### config.mk
export PLATFORM = sky130hd
export DESIGN_NAME = pixel_blend_unit
export DESIGN_NICKNAME = d
export VERILOG_FILES = /design/src/pbu_pkg.sv /design/src/pbu_decode.sv /design/src/pbu_lane.sv /design/src/pixel_blend_unit.sv
export SDC_FILE = /design/constraint.sdc
export NUM_CORES = 1
export LEC_CHECK = 0
export BUFFER_PORTS_ARGS = -buffer_cell sky130_fd_sc_hd__buf_2
export CAP_MARGIN = 0
export CORE_MARGIN = 3
export CORE_UTILIZATION = 40
export DETAILED_ROUTE_END_ITERATION = 8
export GPL_TIMING_DRIVEN = 0
export PLACE_DENSITY = 0.58
export SETUP_SLACK_MARGIN = 0.02
export SYNTH_ARGS = -nofsm -noshare
export SYNTH_HDL_FRONTEND = slang
export SYNTH_HIERARCHICAL = 1
export SYNTH_SLANG_ARGS = --single-unit
### constraint.sdc
create_clock -name clock -period 11 [get_ports clock]
set_input_delay 0 -clock clock [delete_from_list [all_inputs] [get_ports clock]]
set_output_delay 0 -clock clock [all_outputs]
set_load 0.05 [all_outputs]
### src/pbu_pkg.sv
// Shared types, codes and constants of the pixel blend unit.
`timescale 1ns / 1ps

package pbu_pkg;

   localparam int CHAN_W      = 8;
   localparam int NUM_CHAN    = 3;
   localparam int PROD_W      = 2 * CHAN_W;
   localparam int CSR_INDEX_W = 1;
   localparam int CSR_DATA_W  = 8;
   localparam int SEL_W       = 2;

   localparam logic [CHAN_W-1:0] CHAN_MAX    = {CHAN_W{1'b1}};
   localparam logic [PROD_W:0]   ROUND_BIAS  = (PROD_W + 1)'(128);

   typedef logic [CHAN_W-1:0] chan_type;
   typedef chan_type [NUM_CHAN-1:0] pixel_type;

   typedef enum logic [2:0] {
      FUNC_ADD        = 3'd0,
      FUNC_MULTIPLY   = 3'd1,
      FUNC_SUBTRACT   = 3'd2,
      FUNC_SCREEN     = 3'd3,
      FUNC_OVERLAY    = 3'd4,
      FUNC_ADD_CONST  = 3'd5,
      FUNC_SCALE      = 3'd6,
      FUNC_REPLICATE  = 3'd7
   } func_type;

   localparam logic [CSR_INDEX_W-1:0] CSR_CHANNEL_VALUE  = 1'b0;
   localparam logic [CSR_INDEX_W-1:0] CSR_TARGET_CHANNEL = 1'b1;

   localparam logic [SEL_W-1:0] SEL_BLUE  = 2'd0;
   localparam logic [SEL_W-1:0] SEL_GREEN = 2'd1;
   localparam logic [SEL_W-1:0] SEL_RED   = 2'd2;

   // What the back end of a lane does with its operands.
   typedef enum logic [1:0] {
      LANE_DIRECT    = 2'd0,   // result already known, pass it
      LANE_ROUND     = 2'd1,   // round(a*b/255)
      LANE_ROUND_INV = 2'd2,   // 255 - round(a*b/255)
      LANE_SAT       = 2'd3    // min(a*b, 255)
   } lane_mode_type;

   typedef struct packed {
      lane_mode_type mode;
      chan_type      opa;
      chan_type      opb;
      chan_type      direct;
   } lane_op_type;

   typedef lane_op_type [NUM_CHAN-1:0] lane_ops_type;

endpackage

### src/pbu_decode.sv
// First pipeline stage: mode decode, operand setup and the adder-only results.
`timescale 1ns / 1ps

module pbu_decode
   import pbu_pkg::*;
(
   input  logic                clock,
   input  logic [2:0]          func,
   input  pixel_type           top_pix,
   input  pixel_type           bottom_pix,
   input  chan_type            channel_value,
   input  logic [SEL_W-1:0]    target_channel,
   output lane_ops_type        ops_ff
);

   lane_ops_type           ops_in;
   logic [CHAN_W:0]        add_sum [NUM_CHAN];
   chan_type               add_sat [NUM_CHAN];
   chan_type               sub_res [NUM_CHAN];
   chan_type               top_sel;
   logic                   sel_ok;
   logic [CHAN_W:0]        const_sum;
   chan_type               const_sat;

   // pick the configured channel of the top pixel
   always_comb begin
      top_sel = top_pix[0];
      sel_ok  = 1'b1;
      case (target_channel)
         SEL_BLUE:  top_sel = top_pix[0];
         SEL_GREEN: top_sel = top_pix[1];
         SEL_RED:   top_sel = top_pix[2];
         default: begin
            top_sel = top_pix[0];
            sel_ok  = 1'b0;
         end
      endcase
   end

   assign const_sum = {1'b0, top_sel} + {1'b0, channel_value};
   assign const_sat = const_sum[CHAN_W] ? CHAN_MAX : const_sum[CHAN_W-1:0];

   always_comb begin
      for (int i = 0; i < NUM_CHAN; i++) begin
         add_sum[i] = {1'b0, top_pix[i]} + {1'b0, bottom_pix[i]};
         add_sat[i] = add_sum[i][CHAN_W] ? CHAN_MAX : add_sum[i][CHAN_W-1:0];
         sub_res[i] = (top_pix[i] > bottom_pix[i]) ? (top_pix[i] - bottom_pix[i])
                                                   : '0;
      end
   end

   always_comb begin
      for (int i = 0; i < NUM_CHAN; i++) begin
         ops_in[i].mode   = LANE_DIRECT;
         ops_in[i].opa    = '0;
         ops_in[i].opb    = '0;
         ops_in[i].direct = top_pix[i];
         case (func_type'(func))
            FUNC_ADD: ops_in[i].direct = add_sat[i];
            FUNC_MULTIPLY: begin
               ops_in[i].mode = LANE_ROUND;
               ops_in[i].opa  = top_pix[i];
               ops_in[i].opb  = bottom_pix[i];
            end
            FUNC_SUBTRACT: ops_in[i].direct = sub_res[i];
            FUNC_SCREEN: begin
               ops_in[i].mode = LANE_ROUND_INV;
               ops_in[i].opa  = ~top_pix[i];
               ops_in[i].opb  = ~bottom_pix[i];
            end
            FUNC_OVERLAY: begin
               // dark bottom: 2ab, light bottom: screen with doubled inverse
               if (!bottom_pix[i][CHAN_W-1]) begin
                  ops_in[i].mode = LANE_ROUND;
                  ops_in[i].opa  = top_pix[i];
                  ops_in[i].opb  = {bottom_pix[i][CHAN_W-2:0], 1'b0};
               end else begin
                  ops_in[i].mode = LANE_ROUND_INV;
                  ops_in[i].opa  = ~top_pix[i];
                  ops_in[i].opb  = {~bottom_pix[i][CHAN_W-2:0], 1'b0};
               end
            end
            FUNC_ADD_CONST: begin
               if (sel_ok && (target_channel == SEL_W'(i))) begin
                  ops_in[i].direct = const_sat;
               end
            end
            FUNC_SCALE: begin
               if (sel_ok && (target_channel == SEL_W'(i))) begin
                  ops_in[i].mode = LANE_SAT;
                  ops_in[i].opa  = top_sel;
                  ops_in[i].opb  = channel_value;
               end
            end
            FUNC_REPLICATE: begin
               if (sel_ok) begin
                  ops_in[i].direct = top_sel;
               end
            end
            default: ops_in[i].direct = top_pix[i];
         endcase
      end
   end

   always_ff @(posedge clock) begin
      ops_ff <= ops_in;
   end

endmodule

### src/pbu_lane.sv
// Second and third pipeline stages of one color channel: multiply, then round or clamp.
`timescale 1ns / 1ps

module pbu_lane
   import pbu_pkg::*;
(
   input  logic          clock,
   input  lane_op_type   op,
   output chan_type      result_ff
);

   logic [PROD_W-1:0]  prod_ff;
   logic [PROD_W-1:0]  prod_in;
   lane_mode_type      mode_ff;
   chan_type           direct_ff;
   logic [PROD_W:0]    biased;
   logic [PROD_W:0]    folded;
   chan_type           rounded;
   chan_type           result_in;

   assign prod_in = PROD_W'(op.opa) * PROD_W'(op.opb);

   always_ff @(posedge clock) begin
      prod_ff   <= prod_in;
      mode_ff   <= op.mode;
      direct_ff <= op.direct;
   end

   // round(p/255) = (t + (t >> 8)) >> 8 with t = p + 128, exact up to 255*255
   assign biased  = {1'b0, prod_ff} + ROUND_BIAS;
   assign folded  = biased + (biased >> CHAN_W);
   assign rounded = folded[2*CHAN_W-1:CHAN_W];

   always_comb begin
      case (mode_ff)
         LANE_DIRECT:    result_in = direct_ff;
         LANE_ROUND:     result_in = rounded;
         LANE_ROUND_INV: result_in = ~rounded;
         LANE_SAT:       result_in = (|prod_ff[PROD_W-1:CHAN_W]) ? CHAN_MAX
                                                                 : prod_ff[CHAN_W-1:0];
         default:        result_in = direct_ff;
      endcase
   end

   always_ff @(posedge clock) begin
      result_ff <= result_in;
   end

endmodule

### src/pixel_blend_unit.sv
// Top level of the pixel blend unit: config registers, valid chain and three channel lanes.
`timescale 1ns / 1ps
//
// Blends one BGR pixel of a top layer with one of a bottom layer per beat.
// Input channel: raise start with req_func and the six req_ channel values;
// the beat is taken at any rising edge where start is high and busy is low.
// busy never rises: the pipeline takes a new beat in every cycle.
// Result channel: rsp_valid marks the cycle in which rsp_out_blue,
// rsp_out_green and rsp_out_red hold one result beat. It is shown for one
// cycle only and the receiver has no way to hold it off.
// Each beat passes stages 1, 2 and 3 below in order, each of them registered.
// Throughput: one pixel per clock, sustained.
// Stage 1 decodes the mode and does adds, subtracts and channel selection;
// stage 2 holds one 8x8 multiplier per channel; stage 3 rounds the product
// to /255 (shift-and-add) or clamps it, and registers the result.
// Config: csr_write_enable writes csr_write_data into register csr_index
// (0 channel_value, 1 target_channel) at the clock edge. Change config only
// while no beat is in flight.
// Reset (synchronous, active high) clears both config registers and drops
// every beat in flight; no result appears for beats accepted before it.
//
module pixel_blend_unit
   import pbu_pkg::*;
(
   input  logic                    clock,
   input  logic                    reset,
   input  logic                    start,
   output logic                    busy,
   input  logic [2:0]              req_func,
   input  logic [CHAN_W-1:0]       req_top_blue,
   input  logic [CHAN_W-1:0]       req_top_green,
   input  logic [CHAN_W-1:0]       req_top_red,
   input  logic [CHAN_W-1:0]       req_bottom_blue,
   input  logic [CHAN_W-1:0]       req_bottom_green,
   input  logic [CHAN_W-1:0]       req_bottom_red,
   output logic                    rsp_valid,
   output logic [CHAN_W-1:0]       rsp_out_blue,
   output logic [CHAN_W-1:0]       rsp_out_green,
   output logic [CHAN_W-1:0]       rsp_out_red,
   input  logic                    csr_write_enable,
   input  logic [CSR_INDEX_W-1:0]  csr_index,
   input  logic [CSR_DATA_W-1:0]   csr_write_data
);

   chan_type            channel_value_ff;
   chan_type            channel_value_in;
   logic [SEL_W-1:0]    target_channel_ff;
   logic [SEL_W-1:0]    target_channel_in;

   logic                s1_valid_ff;
   logic                s1_valid_in;
   logic                s2_valid_ff;
   logic                s3_valid_ff;

   pixel_type           top_pix;
   pixel_type           bottom_pix;
   lane_ops_type        ops;
   pixel_type           result;

   // the pipeline never stalls, so a beat is taken whenever start is high
   assign busy = 1'b0;

   // config register writes; an index with no register behind it drops the write
   always_comb begin
      channel_value_in  = channel_value_ff;
      target_channel_in = target_channel_ff;
      if (csr_write_enable) begin
         case (csr_index)
            CSR_CHANNEL_VALUE:  channel_value_in  = csr_write_data[CHAN_W-1:0];
            CSR_TARGET_CHANNEL: target_channel_in = csr_write_data[SEL_W-1:0];
            default: begin
               channel_value_in  = channel_value_ff;
               target_channel_in = target_channel_ff;
            end
         endcase
      end
   end

   always_ff @(posedge clock) begin
      if (reset) begin
         channel_value_ff  <= '0;
         target_channel_ff <= '0;
      end else begin
         channel_value_ff  <= channel_value_in;
         target_channel_ff <= target_channel_in;
      end
   end

   // valid bits travel alongside the three data stages
   assign s1_valid_in = start && !busy;

   always_ff @(posedge clock) begin
      if (reset) begin
         s1_valid_ff <= 1'b0;
         s2_valid_ff <= 1'b0;
         s3_valid_ff <= 1'b0;
      end else begin
         s1_valid_ff <= s1_valid_in;
         s2_valid_ff <= s1_valid_ff;
         s3_valid_ff <= s2_valid_ff;
      end
   end

   // channel order inside a pixel: blue, green, red
   assign top_pix    = {req_top_red, req_top_green, req_top_blue};
   assign bottom_pix = {req_bottom_red, req_bottom_green, req_bottom_blue};

   pbu_decode u_decode (
      .clock          (clock),
      .func           (req_func),
      .top_pix        (top_pix),
      .bottom_pix     (bottom_pix),
      .channel_value  (channel_value_ff),
      .target_channel (target_channel_ff),
      .ops_ff         (ops)
   );

   for (genvar g = 0; g < NUM_CHAN; g++) begin : g_lane
      pbu_lane u_lane (
         .clock     (clock),
         .op        (ops[g]),
         .result_ff (result[g])
      );
   end

   assign rsp_valid     = s3_valid_ff;
   assign rsp_out_blue  = result[0];
   assign rsp_out_green = result[1];
   assign rsp_out_red   = result[2];

endmodule

==> key figures <==
Floorplan
  – Die H: 221 um
  – Floorplan die area: 48800 um2
  – Std-Cell Rows: between 70 and 80
  – Starting density of the core: 40.6%
  – Io pins: 90
  – Die X-Extent: 221 um
  – Core Box Area: 45500 um2

Clock tree
  – Max clock buf depth: 2
  – CTS tree: done
  – Number of sinks driven by the clock tree: 193
  – Clock transition time at the flip-flop clock pins of the worst setup and hold paths: approximately 0.070 ns
  – Number of levels in the clock H-tree: 4
  – Hold-fix buffers at CTS: 73
  – TritonCTS buffer count: 17
  – Clock insertion delay at the later pin of the skew report: 0.48 ns
  – Post-CTS Resized: 0
  – Root cell of the clock tree: clkbuf_16
  – Post-CTS setup-driven buffer insertion count: 0

STA
  – Aggregate negative setup slack: 0 ns
  – Final Worst Setup Slack: approximately 6.5 ns
  – Setup skew after layout: 0.0135 ns
  – Final-report hold violation count: 0
  – FMAX: around 220 MHz
  – Final clock period utilization by the worst path: 41.1%
  – Time the worst path needs with I/O delays and setup: 4.52 ns
  – Unrepaired setup endpoints after global routing: false
  – Count of pins over their slew limit: 0
  – Transition at the pin with the smallest max-transition slack: 1.01 ns
  – Final number of setup-violating endpoints: 0
  – Remaining max-slew budget at the tightest pin: approximately 32%

Setup path
  – Kind of capture point of the worst setup path: register
  – WS Path Type: reg -> reg
  – Type of origin of the critical path: register
  – Worst-path maximum fanout: 10
  – WP data required: around 11 ns
  – Data arrival time at the worst-slack endpoint: slightly below 5 ns

Pwr
  – Total net switching power: 0.868 mW
  – Clock power share: 26.8%
  – Worst IR Drop VDD: 0.106 mV
  – Leakage power: 9.78 nW
  – Fraction of power spent switching nets: 38.5%
  – Internal power component: 1.39 mW
  – Power share of the combinational group: 35.2%
  – Pwr dens: 108 nW/um2
  – Seq pwr share: between 30% and 40%

Placement
  – Final GP Congestion: 1.00
  – Quantity of I/O buffers inserted on ports: 88
  – Half-perimeter wire length of the detailed placement result: approximately 45 mm
  – Worst slack at placement: 6.56 ns

Routing
  – Mean routed wirelength per cell: a little under 20 um
  – DRC marker count from the first detailed-route iteration: 1209
  – Detailed Routing Iterations Pass 1: 5
  – Remaining antenna violation count after routing: 0
  – Aggregate routed wire length: 56.8 mm
  – Routed via count: roughly 16000
  – Via/cell ratio: 5.55
  – Remaining routing DRC violations: 0

Yosys
  – Share of the yosys chip area belonging to registers: between 20% and 30%
  – Number of flops mapped to enable cells by yosys: 0
  – Cell with the most instances after synthesis: inv_1
  – Net count after synthesis: 2537
  – Total number of yosys warnings: 6
  – Post-Syn Instances: 2162
  – Xor and xnor area share after synthesis: 5.62%
  – Dominant combinational cell family by area after synthesis: adder cells
  – Synth async-reset ratio: 0%
  – Most used standard cells in the synthesized netlist: inv_1 (244), ha_1 (196), dfxtp_1 (193), and2_1 (174), nand2_1 (144)
  – Post-synthesis adder-cell area fraction: 25.7%
  – Post-synthesis cell type with the largest combined area: dfxtp_1
  – Top post-synthesis cells by area: dfxtp_1 (21%), ha_1 (13%), fa_1 (12%), and2_1 (5.9%), inv_1 (5.0%)
  – Post-synthesis compound-gate area fraction: a little under a fifth
  – Portion of netlist area occupied by mux cells: 2.29%
  – Mapped cell area: 18500 um2
  – Share of the synthesized area in the top cell type: 20.9%
  – Number of distinct standard cells referenced by the synthesized netlist: 85
  – Post-synthesis register bit count: 193
  – Basic-gate share of the synthesized area counting and, or, nand and nor cells: 19.3%
  – Average footprint of a synthesized cell: 8.54 um2
  – Top FF cell, synth: dfxtp_1

Global routing
  – Antenna violations before repair: 1
  – Number of global-route vias before repair: 16400
  – First-pass GRT wire length: 90.3 mm
  – Global routing usage summed across all routing layers: 23.2%
  – Grt total ovfl: 0
  – Largest net degree at the start of global routing: 19

Finish
  – Number of antenna repair diodes: 0
  – Number of nets at the end of the flow: 2717
  – Fraction of final layout cells with drive strength greater than 1: 8.87%
  – Area overhead of the layout relative to synthesis: 13.5%

Run
  – Max Cap Violations: 0

Status
  – Status: completed

Hold path
  – Hold Path Class: in -> reg
## layout make-up
class                      count  area [um2]
multi-input combinational   1645       13300
buffer                        80         383
clock inverter                13         124
clock buffer                  19         453
sequential                   193        3860
fill                        4567       24500
tap                          600         751
inverter                     244         916
timing repair buffer         161        1170
## power groups by stage
stage	clock [mW]	combinational (mW)	sequential (mW)
2_1_floorplan	0	0.490	0.906
3_3_place_gp	0	0.752	0.872
3_5_place_dp	0	0.760	0.874
4_1_cts	0.630	0.786	0.858
5_1_grt	0.654	0.872	0.869
6_report	0.605	0.794	0.857
## layout by cell type (no fill, tap or decap), types with 9 or more instances in the layout
cell type,Yosys,routed
nand4_1,13,13
a211oi_1,22,22
fa_1,115,115
o31ai_1,17,17
o21a_1,22,22
o221ai_1,31,31
clkbuf_16,0,17
dfxtp_1,193,193
dlygate4sd3_1,0,73
xnor2_1,81,81
nand2_1,144,144
o31a_1,11,11
nand3_1,45,45
and3_1,9,9
nor2b_1,21,21
nor4_1,14,14
xor2_1,32,32
inv_1,244,244
a21o_1,20,20
o211ai_1,11,11
and2_1,174,174
or3_1,14,14
o21ai_1,12,12
clkbuf_1,40,40
mux2i_1,33,33
nand2b_1,31,31
a22oi_1,50,50
o21ai_0,98,98
nor3_1,40,40
a21oi_1,119,119
buf_2,27,115
nor2_1,110,110
or2_2,11,11
ha_1,196,196
## state kept, by name, indices dropped and copies added, names as in the netlist
signal / flops
rsp_valid: 1
s1_valid_ff: 1
target_channel_ff: 2
channel_value_ff: 8
g_lane.u_lane/mode_ff: 6
s2_valid_ff: 1
u_decode/ops_ff: 78
g_lane.u_lane/direct_ff: 24
g_lane.u_lane/result_ff: 24
g_lane.u_lane/prod_ff: 48
## logic make-up (layout without fill, tap and decap cells)
| logic type | after synthesis | in the layout |
|---|---|---|
| and+or+nand+nor | 666 | 666 |
| AOI/OAI and AO/OA | 510 | 510 |
| buffers and inverters | 324 | 517 |
| adders and majority gates | 311 | 311 |
| DFF | 193 | 193 |
| xor gates and xnor gates | 116 | 116 |
| muxes | 41 | 41 |
| other | 1 | 1 |
## final timing paths
check | end | cells past startpoint | slack [ns] | startpoint
hold reg to reg | g_lane[1].u_lane/direct_ff[5]$_DFF_P_ | 0 | 0.33 | u_decode/ops_ff[31]$_DFF_P_
setup / recovery | u_decode/ops_ff[58]$_DFF_P_ | 16 | 6.48 | target_channel_ff[0]$_SDFFE_PP0P_
setup reg to reg | u_decode/ops_ff[58]$_DFF_P_ | 16 | 6.48 | target_channel_ff[0]$_SDFFE_PP0P_
hold / removal | channel_value_ff[4]$_SDFFE_PP0P_ | 4 | 0.13 | csr_write_enable
## per-stage QoR
step           std cells  area (um2)  util [%]  power (mW)  hold slack, ns
3_5_place_dp        2850       19700      43.2        1.63           0.223
3_3_place_gp        2850       19700      43.2        1.62           0.219
5_1_grt             2955       21000      46.1        2.40           0.133
6_report            2955       21000      46.1        2.26           0.126
4_1_cts             2955       21000      46.1        2.27          0.0658
2_1_floorplan       2162       18500         -        1.40           0.116
## worst max-delay path, stage by stage (launching register included)
cell,delay (ns)
dfxtp_1,0.45
inv_1,0.11
ha_1,0.21
buf_2,0.17
buf_2,0.21
a22o_1,0.27
mux2i_1,0.69
inv_1,0.10
ha_1,0.23
inv_1,0.07
fa_1,0.19
nand2b_2,0.18
a21oi_2,0.08
mux2i_1,0.15
a2111oi_4,0.56
a211oi_1,0.23
a2111o_1,0.48
## per-layer routing
metal | vias up | share of wire, % | GRT usage [%]
met5 | - | 0.023 | 0
met4 | 2 | 3.3 | 9.33
met3 | 117 | 6.1 | 4.09
met2 | 547 | 46 | 37.7
met1 | 7894 | 45 | 30.6
li1 | 7832 | - | -
Note: power is estimated with default switching activity, not from simulation.
